### src/cir_pkg.sv
package cir_pkg;

  localparam int unsigned IdW   = 6;
  localparam int unsigned TimeW = 32;
  localparam int unsigned CfgW  = 16;
  localparam int unsigned ModeW = 2;
  localparam int unsigned EvW   = 2;

  localparam logic [CfgW-1:0] TimeoutReset = 16'd15;

  localparam logic [ModeW-1:0] MODE_ACTIVITY = 2'd0;
  localparam logic [ModeW-1:0] MODE_HANGUP   = 2'd1;
  localparam logic [ModeW-1:0] MODE_TICK     = 2'd2;

  localparam logic [EvW-1:0] EV_NONE    = 2'd0;
  localparam logic [EvW-1:0] EV_TIMEOUT = 2'd1;
  localparam logic [EvW-1:0] EV_HANGUP  = 2'd2;

endpackage

### src/connection_idle_reaper_core.sv
// activity, hangup, ignored items: ACT, HANG or NOP registers the result and busy drops with it
// tick: advance time, pop expired ring entries (HEAD, DLRD, CMP), then read out each close
// one shared 32-bit adder serves deadline set, time advance and deadline compare
// ring, deadline and close list sit in single-port-read rams with registered reads
// reset is immediate: deadline and alive tables clear through flip-flop valid bits
// results cannot be stalled by the receiver, each strobe lasts exactly one cycle
module connection_idle_reaper_core #(
  parameter int unsigned NUM_CONNECTIONS = 64
) (
  input  logic                      clk_i,
  input  logic                      rst_ni,
  input  logic                      start,
  output logic                      busy,
  input  logic [cir_pkg::ModeW-1:0] mode_i,
  input  logic [cir_pkg::IdW-1:0]   conn_id_i,
  input  logic                      keep_open_i,
  input  logic                      cfg_valid_i,
  output logic                      cfg_ready_o,
  input  logic [cir_pkg::CfgW-1:0]  keep_alive_timeout_i,
  output logic                      res_strobe_o,
  output logic [cir_pkg::EvW-1:0]   event_res_o,
  output logic [cir_pkg::IdW-1:0]   closed_conn_o,
  output logic                      last_o,
  output logic                      queue_busy_o,
  output logic                      overflow_o
);

  import cir_pkg::*;

  localparam int unsigned AW = $clog2(NUM_CONNECTIONS);
  localparam int unsigned CW = $clog2(NUM_CONNECTIONS + 1);
  localparam logic [CW-1:0] OccFull = CW'(NUM_CONNECTIONS);
  localparam logic [AW-1:0] PtrLast = AW'(NUM_CONNECTIONS - 1);
  localparam logic [IdW:0]  IdLimit = (IdW+1)'(NUM_CONNECTIONS);

  typedef enum logic [3:0] {
    ST_IDLE, ST_ACT, ST_HANG, ST_NOP, ST_TICK, ST_HEAD, ST_DLRD, ST_CMP, ST_FIN, ST_EMRD,
    ST_EMOUT
  } state_e;

  state_e               state_q;
  logic [IdW-1:0]       id_q;
  logic                 keep_q;
  logic [CfgW-1:0]      timeout_q;
  logic [TimeW-1:0]     now_q;
  logic [AW-1:0]        head_q, tail_q;
  logic [CW-1:0]        occ_q;
  logic [CW-1:0]        n_q, k_q;
  logic [NUM_CONNECTIONS-1:0] alive_q, dlv_q;
  logic [IdW-1:0]       hid_q;
  logic                 dl_vld_q;

  logic                 res_strobe_q, last_q, qb_q, ovf_q;
  logic [EvW-1:0]       ev_q;
  logic [IdW-1:0]       cc_q;

  logic [TimeW-1:0]     add_a, add_b, add_sum, dl;
  logic                 add_ci;
  logic [IdW-1:0]       ring_rdata, closed_rdata;
  logic [TimeW-1:0]     dl_rdata;
  logic                 accept, in_range, future, pop_close;
  logic [AW-1:0]        id_idx, hid_idx;

  assign accept   = start && !busy;
  assign in_range = {1'b0, conn_id_i} < IdLimit;
  assign busy     = state_q != ST_IDLE;
  assign cfg_ready_o = 1'b1;
  assign id_idx   = id_q[AW-1:0];
  assign hid_idx  = hid_q[AW-1:0];

  // shared adder
  always_comb begin
    add_a  = '0;
    add_b  = '0;
    add_ci = 1'b0;
    case (state_q)
      ST_ACT: begin
        add_a = now_q;
        add_b = keep_q ? {{(TimeW-CfgW){1'b0}}, timeout_q} : '0;
      end
      ST_TICK: begin
        add_a  = now_q;
        add_ci = 1'b1;
      end
      ST_CMP: begin
        add_a  = dl;
        add_b  = ~now_q;
        add_ci = 1'b1;
      end
      default: begin
        add_a = '0;
      end
    endcase
  end

  assign add_sum   = add_a + add_b + {{(TimeW-1){1'b0}}, add_ci};
  assign dl        = dl_vld_q ? dl_rdata : '0;
  assign future    = (add_sum != '0) && !add_sum[TimeW-1];
  assign pop_close = (state_q == ST_CMP) && !future && alive_q[hid_idx];

  cir_ram #(.WIDTH(IdW), .DEPTH(NUM_CONNECTIONS)) u_ring (
    .clk_i   (clk_i),
    .we_i    ((state_q == ST_ACT) && !alive_q[id_idx] && (occ_q != OccFull)),
    .waddr_i (tail_q),
    .wdata_i (id_q),
    .raddr_i (head_q),
    .rdata_o (ring_rdata)
  );

  cir_ram #(.WIDTH(TimeW), .DEPTH(NUM_CONNECTIONS)) u_deadline (
    .clk_i   (clk_i),
    .we_i    (state_q == ST_ACT),
    .waddr_i (id_idx),
    .wdata_i (add_sum),
    .raddr_i (ring_rdata[AW-1:0]),
    .rdata_o (dl_rdata)
  );

  cir_ram #(.WIDTH(IdW), .DEPTH(NUM_CONNECTIONS)) u_closed (
    .clk_i   (clk_i),
    .we_i    (pop_close),
    .waddr_i (n_q[AW-1:0]),
    .wdata_i (hid_q),
    .raddr_i (k_q[AW-1:0]),
    .rdata_o (closed_rdata)
  );

  always_ff @(posedge clk_i or negedge rst_ni) begin
    if (!rst_ni) begin
      state_q      <= ST_IDLE;
      id_q         <= '0;
      keep_q       <= 1'b0;
      timeout_q    <= TimeoutReset;
      now_q        <= '0;
      head_q       <= '0;
      tail_q       <= '0;
      occ_q        <= '0;
      n_q          <= '0;
      k_q          <= '0;
      alive_q      <= '0;
      dlv_q        <= '0;
      hid_q        <= '0;
      dl_vld_q     <= 1'b0;
      res_strobe_q <= 1'b0;
      ev_q         <= EV_NONE;
      cc_q         <= '0;
      last_q       <= 1'b0;
      qb_q         <= 1'b0;
      ovf_q        <= 1'b0;
    end else begin
      res_strobe_q <= 1'b0;
      if (cfg_valid_i) begin
        timeout_q <= keep_alive_timeout_i;
      end
      case (state_q)
        ST_IDLE: begin
          if (accept) begin
            id_q   <= conn_id_i;
            keep_q <= keep_open_i;
            if (mode_i == MODE_ACTIVITY && in_range) begin
              state_q <= ST_ACT;
            end else if (mode_i == MODE_HANGUP && in_range) begin
              state_q <= ST_HANG;
            end else if (mode_i == MODE_TICK) begin
              state_q <= ST_TICK;
            end else begin
              state_q <= ST_NOP;
            end
          end
        end
        ST_ACT: begin
          dlv_q[id_idx] <= 1'b1;
          res_strobe_q  <= 1'b1;
          ev_q          <= EV_NONE;
          cc_q          <= '0;
          last_q        <= 1'b1;
          ovf_q         <= 1'b0;
          qb_q          <= occ_q != '0;
          if (!alive_q[id_idx]) begin
            if (occ_q == OccFull) begin
              ovf_q <= 1'b1;
            end else begin
              tail_q          <= (tail_q == PtrLast) ? '0 : tail_q + AW'(1);
              occ_q           <= occ_q + CW'(1);
              alive_q[id_idx] <= 1'b1;
              qb_q            <= 1'b1;
            end
          end
          state_q <= ST_IDLE;
        end
        ST_HANG: begin
          alive_q[id_idx] <= 1'b0;
          res_strobe_q    <= 1'b1;
          ev_q            <= EV_HANGUP;
          cc_q            <= id_q;
          last_q          <= 1'b1;
          qb_q            <= occ_q != '0;
          ovf_q           <= 1'b0;
          state_q         <= ST_IDLE;
        end
        ST_NOP: begin
          res_strobe_q <= 1'b1;
          ev_q         <= EV_NONE;
          cc_q         <= '0;
          last_q       <= 1'b1;
          qb_q         <= occ_q != '0;
          ovf_q        <= 1'b0;
          state_q      <= ST_IDLE;
        end
        ST_TICK: begin
          now_q   <= add_sum;
          n_q     <= '0;
          state_q <= ST_HEAD;
        end
        ST_HEAD: begin
          state_q <= (occ_q == '0) ? ST_FIN : ST_DLRD;
        end
        ST_DLRD: begin
          hid_q    <= ring_rdata;
          dl_vld_q <= dlv_q[ring_rdata[AW-1:0]];
          state_q  <= ST_CMP;
        end
        ST_CMP: begin
          if (future) begin
            state_q <= ST_FIN;
          end else begin
            head_q <= (head_q == PtrLast) ? '0 : head_q + AW'(1);
            occ_q  <= occ_q - CW'(1);
            if (alive_q[hid_idx]) begin
              alive_q[hid_idx] <= 1'b0;
              n_q              <= n_q + CW'(1);
            end
            state_q <= ST_HEAD;
          end
        end
        ST_FIN: begin
          k_q <= '0;
          if (n_q == '0) begin
            res_strobe_q <= 1'b1;
            ev_q         <= EV_NONE;
            cc_q         <= '0;
            last_q       <= 1'b1;
            qb_q         <= occ_q != '0;
            ovf_q        <= 1'b0;
            state_q      <= ST_IDLE;
          end else begin
            state_q <= ST_EMRD;
          end
        end
        ST_EMRD: begin
          state_q <= ST_EMOUT;
        end
        ST_EMOUT: begin
          res_strobe_q <= 1'b1;
          ev_q         <= EV_TIMEOUT;
          cc_q         <= closed_rdata;
          last_q       <= (k_q + CW'(1)) == n_q;
          qb_q         <= occ_q != '0;
          ovf_q        <= 1'b0;
          k_q          <= k_q + CW'(1);
          state_q      <= ((k_q + CW'(1)) == n_q) ? ST_IDLE : ST_EMRD;
        end
        default: begin
          state_q <= ST_IDLE;
        end
      endcase
    end
  end

  assign res_strobe_o  = res_strobe_q;
  assign event_res_o   = ev_q;
  assign closed_conn_o = cc_q;
  assign last_o        = last_q;
  assign queue_busy_o  = qb_q;
  assign overflow_o    = ovf_q;

  a_occ_bound: assert property (@(posedge clk_i) disable iff (!rst_ni)
    occ_q <= OccFull)
    else $error("ring occupancy above capacity");

  a_pop_nonempty: assert property (@(posedge clk_i) disable iff (!rst_ni)
    (state_q == ST_CMP) |-> (occ_q != '0))
    else $error("pop from empty ring");

  a_accept_busy: assert property (@(posedge clk_i) disable iff (!rst_ni)
    accept |=> busy)
    else $error("accepted item left no work");

  a_none_is_last: assert property (@(posedge clk_i) disable iff (!rst_ni)
    (res_strobe_q && ev_q == EV_NONE) |-> last_q)
    else $error("empty result not final");

  a_close_count: assert property (@(posedge clk_i) disable iff (!rst_ni)
    n_q <= OccFull)
    else $error("close list overrun");

endmodule

### src/cir_ram.sv
module cir_ram #(
  parameter int unsigned WIDTH = 8,
  parameter int unsigned DEPTH = 64
) (
  input  logic                     clk_i,
  input  logic                     we_i,
  input  logic [$clog2(DEPTH)-1:0] waddr_i,
  input  logic [WIDTH-1:0]         wdata_i,
  input  logic [$clog2(DEPTH)-1:0] raddr_i,
  output logic [WIDTH-1:0]         rdata_o
);

  logic [WIDTH-1:0] mem_q [DEPTH];
  logic [WIDTH-1:0] rdata_q;

  always_ff @(posedge clk_i) begin
    if (we_i) begin
      mem_q[waddr_i] <= wdata_i;
    end
    rdata_q <= mem_q[raddr_i];
  end

  assign rdata_o = rdata_q;

endmodule
### config.mk
export PLATFORM = sky130hd
export DESIGN_NAME = connection_idle_reaper_core
export DESIGN_NICKNAME = d
export VERILOG_FILES = /design/src/cir_pkg.sv /design/src/connection_idle_reaper_core.sv /design/src/cir_ram.sv
export SDC_FILE = /design/constraint.sdc
export NUM_CORES = 2
export LEC_CHECK = 0
export ABC_CLOCK_PERIOD_IN_PS = 18750
export BUFFER_PORTS_ARGS = -buffer_cell sky130_fd_sc_hd__buf_2
export CAP_MARGIN = 30
export CELL_PAD_IN_SITES_DETAIL_PLACEMENT = 0
export CELL_PAD_IN_SITES_GLOBAL_PLACEMENT = 1
export CORE_MARGIN = 2
export CORE_UTILIZATION = 61
export CTS_CLUSTER_DIAMETER = 200
export DETAILED_ROUTE_END_ITERATION = 10
export HOLD_SLACK_MARGIN = 0.06
export PLACE_DENSITY = 0.85
export RECOVER_POWER = 100
export SKIP_CTS_REPAIR_TIMING = 1
export SYNTH_ARGS = -nofsm -noshare
export SYNTH_HDL_FRONTEND = slang
export SYNTH_SLANG_ARGS = --single-unit
### constraint.sdc
create_clock -name clk_i -period 18.75 [get_ports clk_i]
set_input_delay 3.75 -clock clk_i [delete_from_list [all_inputs] [get_ports clk_i]]
set_output_delay 3.75 -clock clk_i [all_outputs]
set_load 0.005 [all_outputs]
# --- After elaboration in Yosys (flattened, before gate mapping) ---
# Memories as Yosys holds them, arrays and structs flattened. A register that Yosys moved wholly into a read port is not among the register bits.
# Index checks and enable logic that the tools add are counted.
classes:
  bitwise: 10
  multipliers: 0
  reduce_logical: 41
  eq_ne: 23
  n_shift: 0
  order_cmp: 5
  n_div: 0
  add_sub_neg: 8
  muxes: 61
ops:
  columns: ["cell", "n"]
  rows:
  - ["$mux 64", 4]
  - ["$pmux 64 s3", 1]
  - ["$and 64x64->64", 2]
  - ["$not 64->64", 2]
  - ["$or 64x64->64", 2]
  - ["$pmux 32 s2", 2]
  - ["$pmux 7 s2", 3]
  - ["$mux 7", 5]
  - ["$add 32x1->32", 1]
  - ["$add 32x32->32", 1]
  - ["$mux 32", 1]
  - ["$not 32->32", 1]
  - ["$pmux 4 s8", 1]
  - ["$reduce_bool 32->1", 1]
  - ["$pmux 6 s4", 1]
  - ["$add 7x1->7 const B", 3]
  - ["$lt 6x7->1 const B", 3]
  - ["$mux 1", 20]
  - ["$mux 4", 5]
  - ["$bmux 1 s6", 3]
  - ["$mux 6", 3]
  - ["$eq 4x3->1 const B", 4]
  - ["$mux 16", 1]
  - ["$logic_not 7->1", 2]
  - ["36 further kinds", 76]
word_totals:
  mem_count: 3
  register_bits: 239
  elab_cells: 171
  latchBits: 0
  in_bits: 29
  ram_bits: 2816
  rom_bits: 0
memory_table:
  columns: ["name", "words", "word_bits", "read_ports", "rd_ports_with_merged_regs", "wr", "line", "source"]
  rows:
  - ["u_deadline.mem_q", 64, 32, 1, 1, 1, "cir_ram.sv:13", "logic [WIDTH-1:0] mem_q [DEPTH];"]
  - ["u_closed.mem_q", 64, 6, 1, 1, 1, "cir_ram.sv:13", null]
  - ["u_ring.mem_q", 64, 6, 1, 1, 1, "cir_ram.sv:13", null]

# --- Longest topological paths before layout ---
depth:
  word_depth: 12
  ltp_mapped: 23
  depth_no_buf: 19

# --- Hierarchy ---
# Synthesis repeated with hierarchy kept, for this count alone.
unflattened:
  hier_cells: 6736
  area_unflattened_um2: 125721.8
modules_own_cells:
  columns: ["module", "seq_area_each_um2", "cells_per_inst", "area_each_um2", "n_inst"]
  rows:
  - ["cir_ram at u_deadline", 62139.6, 3324, 78515.3, 1]
  - ["cir_ram at u_closed ...", 11651.2, 720, 15225.9, 2]
  - ["connection_idle_reaper_core", 5985.7, 1972, 16754.8, 1]

# --- Worst setup path before layout ---
# OpenSTA, ideal clock, no wires.
synth_path:
  path_type: "register -> register"
  start: "reg state_q[2]"
  end: "mem u_closed.mem_q[33][0] in the netlist's numbering, enable pin"
  slack_ps: 11333
  setup_time_ps: 281
  period_less_slack_ps: 7417
  t_arrival_ps: 7136
  path_stages_with_launch: 22
  n_path_buf: 4
  cell_sequence: "dfrtp_1 > inv_1 > nor2_1 > nand3_1 > inv_1 > and2_1 > clkbuf_1 > buf_1 > a22o_1 > ha_1 > buf_6 > a21o_1 > a31o_1 > nand2b_1 > nand3_1 > a311oi_1 > nand3b_1 > nor4b_2 > and4_4 > o21ai_2 > clkbuf_1 > nor4_1"
synth_between:
  elab_chain_cells: 12
  word_cells_on_any_way: 18
  classes_between: "add/sub: 2; eq/ne: 3; mux: 5; reduce/logical: 8"
synth_rtl:
  columns: ["element", "line", "source"]
  rows:
  - ["start: declaration", "connection_idle_reaper_core.sv:41", "state_e state_q;"]
  - ["start signal: assignment", "connection_idle_reaper_core.sv:216", "state_q <= (occ_q == '0) ? ST_FIN : ST_DLRD;"]
  - ["start signal: assignment", "connection_idle_reaper_core.sv:261", "state_q <= ((k_q + CW'(1)) == n_q) ? ST_IDLE : ST_EMRD;"]
  - ["$eq 4x3->1 or $eq 4x1->1 (tied branches)", "connection_idle_reaper_core.sv:76", "case (state_q)"]
  - ["$reduce_or 2->1 (no line)", null, null]
  - ["$pmux 32 s2", "connection_idle_reaper_core.sv:76", null]
  - ["$add 32x32->32", "connection_idle_reaper_core.sv:96", "assign add_sum = add_a + add_b + {{(TimeW-1){1'b0}}, add_ci};"]
  - ["$add 32x1->32 *", "connection_idle_reaper_core.sv:96", null]
  - ["net add_sum[17]", "connection_idle_reaper_core.sv:57", "logic [TimeW-1:0] add_a, add_b, add_sum, dl;"]
  - ["$reduce_bool 32->1 *", "connection_idle_reaper_core.sv:98", "assign future = (add_sum != '0) && !add_sum[TimeW-1];"]
  - ["$logic_and 1x1->1 *", "connection_idle_reaper_core.sv:98", null]
  - ["$logic_not 1->1 *", "connection_idle_reaper_core.sv:99", "assign pop_close = (state_q == ST_CMP) && !future && alive_q[hid_idx];"]
  - ["$logic_and 1x1->1 * (2 in series)", "connection_idle_reaper_core.sv:99", null]
  - ["$mux 1 *", "cir_ram.sv:17", "if (we_i) begin"]
  - ["$mux 1 (implied by the code) *", "cir_ram.sv:18", "mem_q[waddr_i] <= wdata_i;"]
  - ["end: declaration", "cir_ram.sv:13", null]
# Mark *: on every way through the listed nets, which the timed path passes. The rest lies on a longest branch.

# --- Worst setup path after layout ---
layout_path:
  start: "reg state_q[0]"
  end: "mem u_closed.mem_q[39][4] in the netlist's numbering, enable pin"
# The elaborated chain is that of the path after synthesis.

==> impl_metrics.yaml <==
setup_path:
  r2r_end: "u_closed.mem_q[39][4]"
  cp.required_ns: 19.33
  rrSetupSlack_ns: 6.13
  reg2reg_from: "state_q[0]"
  r2r_cells: 21
  path_max_fanout: 66
  endpoint_kind: "flop"
  cp_data_arrival_time_ns: 13.20
  critPathKind: "reg2reg"
  start_kind: "flop"
logic_synthesis:
  synth_flop_cell: "edfxtp_1"
  mappedNetlistArea_um2: 123000
  yosysTopAreaCell: "edfxtp_1"
  ys_ff_latch: 3099
  yosysMostFrequentCell: "edfxtp_1"
  synth.distinct_cells: 96
  synth_area_per_cell_um2: 20.9
  ys_async_sr_fraction: 0.0771
  ys_seq_area_frac: 0.741
  yosys_warnings: 0
  synthDominantCellAreaShare: 0.685
  synth_edf_count: 2816
  syn_inst: 5913
  synth_area_leaders: "edfxtp_1 68%, mux4_2 17%, dfrtp_1 4.8%"
  synth_fp_nets: 5987
  synthTopCellsByCount: "2816 x edfxtp_1, 956 x mux4_2, 258 x nand2_1, 235 x dfrtp_1, 235 x nor2_1"
timing:
  fin_hold_ws_ns: 0.461
  tns_ns: 0
  grt_setup_unrepaired: "false"
  clock_skew_ns: 0.0700
  setup_viol: 0
  finalCriticalPeriod_ns: 12.62
  period_share: 0.673
  hold_viol_final: 0
  max_freq_mhz: 79.2
  max_slew.worst_pin.slew_ns: 7.25
  slew_headroom: -3.83
  maxSlewViolCount: 6062
pwr:
  power_leakage_nw: 45.3
  p_total_mw: 17.4
  peakVddDrop_uv: 125
  power.density_nw_per_um2: 127
placement:
  placed_cell_area_um2: 128000
  place.gp.congestion: 0.944
  dp.cells: 8451
  hpwlAfterDp_um: 173000
  port_buffers: 41
detailed_routing:
  wl_per_cell_um: 37.7
  ant_nets: 0
  vias: 65766
  first_pass_iters: 6
  routed_wl_um: 341000
  drc_errors: 0
  drt_iter0_drc: 10444
  viasPerCell: 7.26
layout:
  final_area_um2: 137000
  syn_to_final_growth_pct: 11.2
  final_nets: 6211
  final_layout_size_suffix_gt1_frac: 0.263
  final_cell_count_no_fill: 9055
die:
  dieArea_um2: 206000
  start_util: 0.612
  dieWidth_um: 454
  core_area_um2: 202000
  io_pins: 43
  dieHeight_um: 454
  fp-row-count: 165
grt:
  gr-total-overflow: 0
  grt_pass1_vias: 65452
  grt_pass1_wl_um: 482000
  grt_max_degree: 120
  antenna_found_initial: 32
  grt_usage: 0.333
worst_hold_path:
  hold_path_class: "reg2reg"
  hold_path_depth: 1
  whs_endpoint: "dlv_q[15]"
  min_from: "dlv_q[15]"
clock_network:
  root_buffer: "clkbuf_16"
  cts_buffers: 321
  cts_tree: "done"
  cts_buffer_depth: 4
  cts_max_level: 5
  cts.reportedPaths.clkPinSlew_ns: 0.06
  clock_sinks: 3099
  worstSkewPairLatency_ns: 0.97
run:
  max-cap-violations: 146
outcome:
  outcome: "finished, violations left"
  violations: "max-capacitance violations, max-slew violations"
==> final cells by class <==
class                      count  area (µm²)
clock inverter               143        1290
inverter                      30         113
fill                       11972       64400
clock buffer                 414        8710
multi-input combinational   2435       31000
timing repair buffer         250        1360
sequential                  3099       91500
tap                         2672        3340
antenna                       12        30.0
==> power by group <==
group	total (mW)	switching (mW)	internal (mW)
sequential	8.54	0.280	8.26
combinational	2.67	1.78	0.887
clock	6.20	2.62	3.57
==> how the worst max path moves through the flow <==
stage,from,to,slack [ns],cells after the start
4_1_cts,state_q[0],u_closed.mem_q[9][3],11.05,20
6_report,state_q[0],u_closed.mem_q[39][4],6.13,21
2_1_floorplan,state_q[2],u_closed.mem_q[33][0],11.33,21
3_5_place_dp,state_q[0],u_closed.mem_q[15][5],11.12,21
3_3_place_gp,state_q[0],u_closed.mem_q[51][0],11.18,21
5_1_grt,state_q[0],u_closed.mem_q[39][3],5.34,21
==> cells by family after synthesis <==
family                     after synthesis  synth area share
muxes                                 1026             0.181
DFF                                   3099             0.741
and+or+nand+nor                        838            0.0326
buffers and inverters                  379            0.0120
xor gates and xnor gates                33           0.00234
adders and majority gates               45           0.00474
AOI/OAI and AO/OA                      492            0.0271
other                                    1         0.0000304
==> per-stage QoR <==
step	util	setup slack (ns)
floorplan	-	11.33
global placement	0.634	11.18
detailed placement	0.634	11.12
CTS	0.684	11.05
global route	0.681	5.34
finish	0.681	6.13
==> cell usage in the layout (no fill, tap or decap), types with 29 or more instances in the layout <==
| master | instances |
|---|---|
| nor4_1 | 34 |
| a22o_1 | 37 |
| o31ai_1 | 42 |
| edfxtp_1 | 2816 |
| or2_2 | 69 |
| nor2_4 | 40 |
| clkinv_1 | 52 |
| ha_1 | 42 |
| nor2_1 | 195 |
| a22oi_1 | 45 |
| mux2_2 | 46 |
| nor3_1 | 56 |
| dfrtp_1 | 228 |
| nand2_1 | 257 |
| o21ai_0 | 124 |
| buf_4 | 37 |
| clkbuf_16 | 328 |
| a21oi_1 | 87 |
| dfxtp_1 | 40 |
| clkinv_2 | 43 |
| nand3_1 | 47 |
| clkbuf_1 | 244 |
| inv_1 | 29 |
| mux4_2 | 956 |
==> registers in the layout, indices dropped and copies added, names as in the netlist, 2 cells and up <==
| signal | flops |
|---|---|
| u_deadline.mem_q | 2048 |
| u_closed.mem_q | 384 |
| u_ring.mem_q | 384 |
| alive_q | 64 |
| dlv_q | 64 |
| now_q | 32 |
| u_deadline.rdata_o | 32 |
| timeout_q | 16 |
| k_q | 7 |
| n_q | 7 |
| occ_q | 7 |
| closed_conn_o | 6 |
| head_q | 6 |
| hid_idx | 6 |
| id_idx | 6 |
| tail_q | 6 |
| u_closed.rdata_o | 6 |
| u_ring.rdata_o | 6 |
| state_q | 4 |
| event_res_o | 2 |
==> critical path, cell delays in order (launching register included) <==
cell	delay, ns
dfrtp_1	0.64
nor2_1	0.17
nand2_2	0.10
clkbuf_1	1.57
nand2_1	0.12
clkbuf_1	0.77
a22o_1	0.50
fa_1	0.42
fa_1	0.55
a211oi_1	0.40
o21ai_0	0.50
and3_1	0.40
o31ai_1	0.56
a21oi_1	0.23
a211oi_4	0.24
clkbuf_1	2.11
nor4_1	0.38
and4_1	0.50
o211ai_4	0.61
buf_16	0.24
or2_0	0.84
nor2_1	0.34
==> per-layer routing <==
metal | track usage | up-vias | wire, µm
met3 | 0.0728 | 986 | 39600
met2 | 0.524 | 5255 | 165000
met1 | 0.456 | 34355 | 118000
met5 | 0 | - | 93
li1 | - | 25156 | -
met4 | 0.149 | 14 | 18100
(Power assumes the default switching activity.)
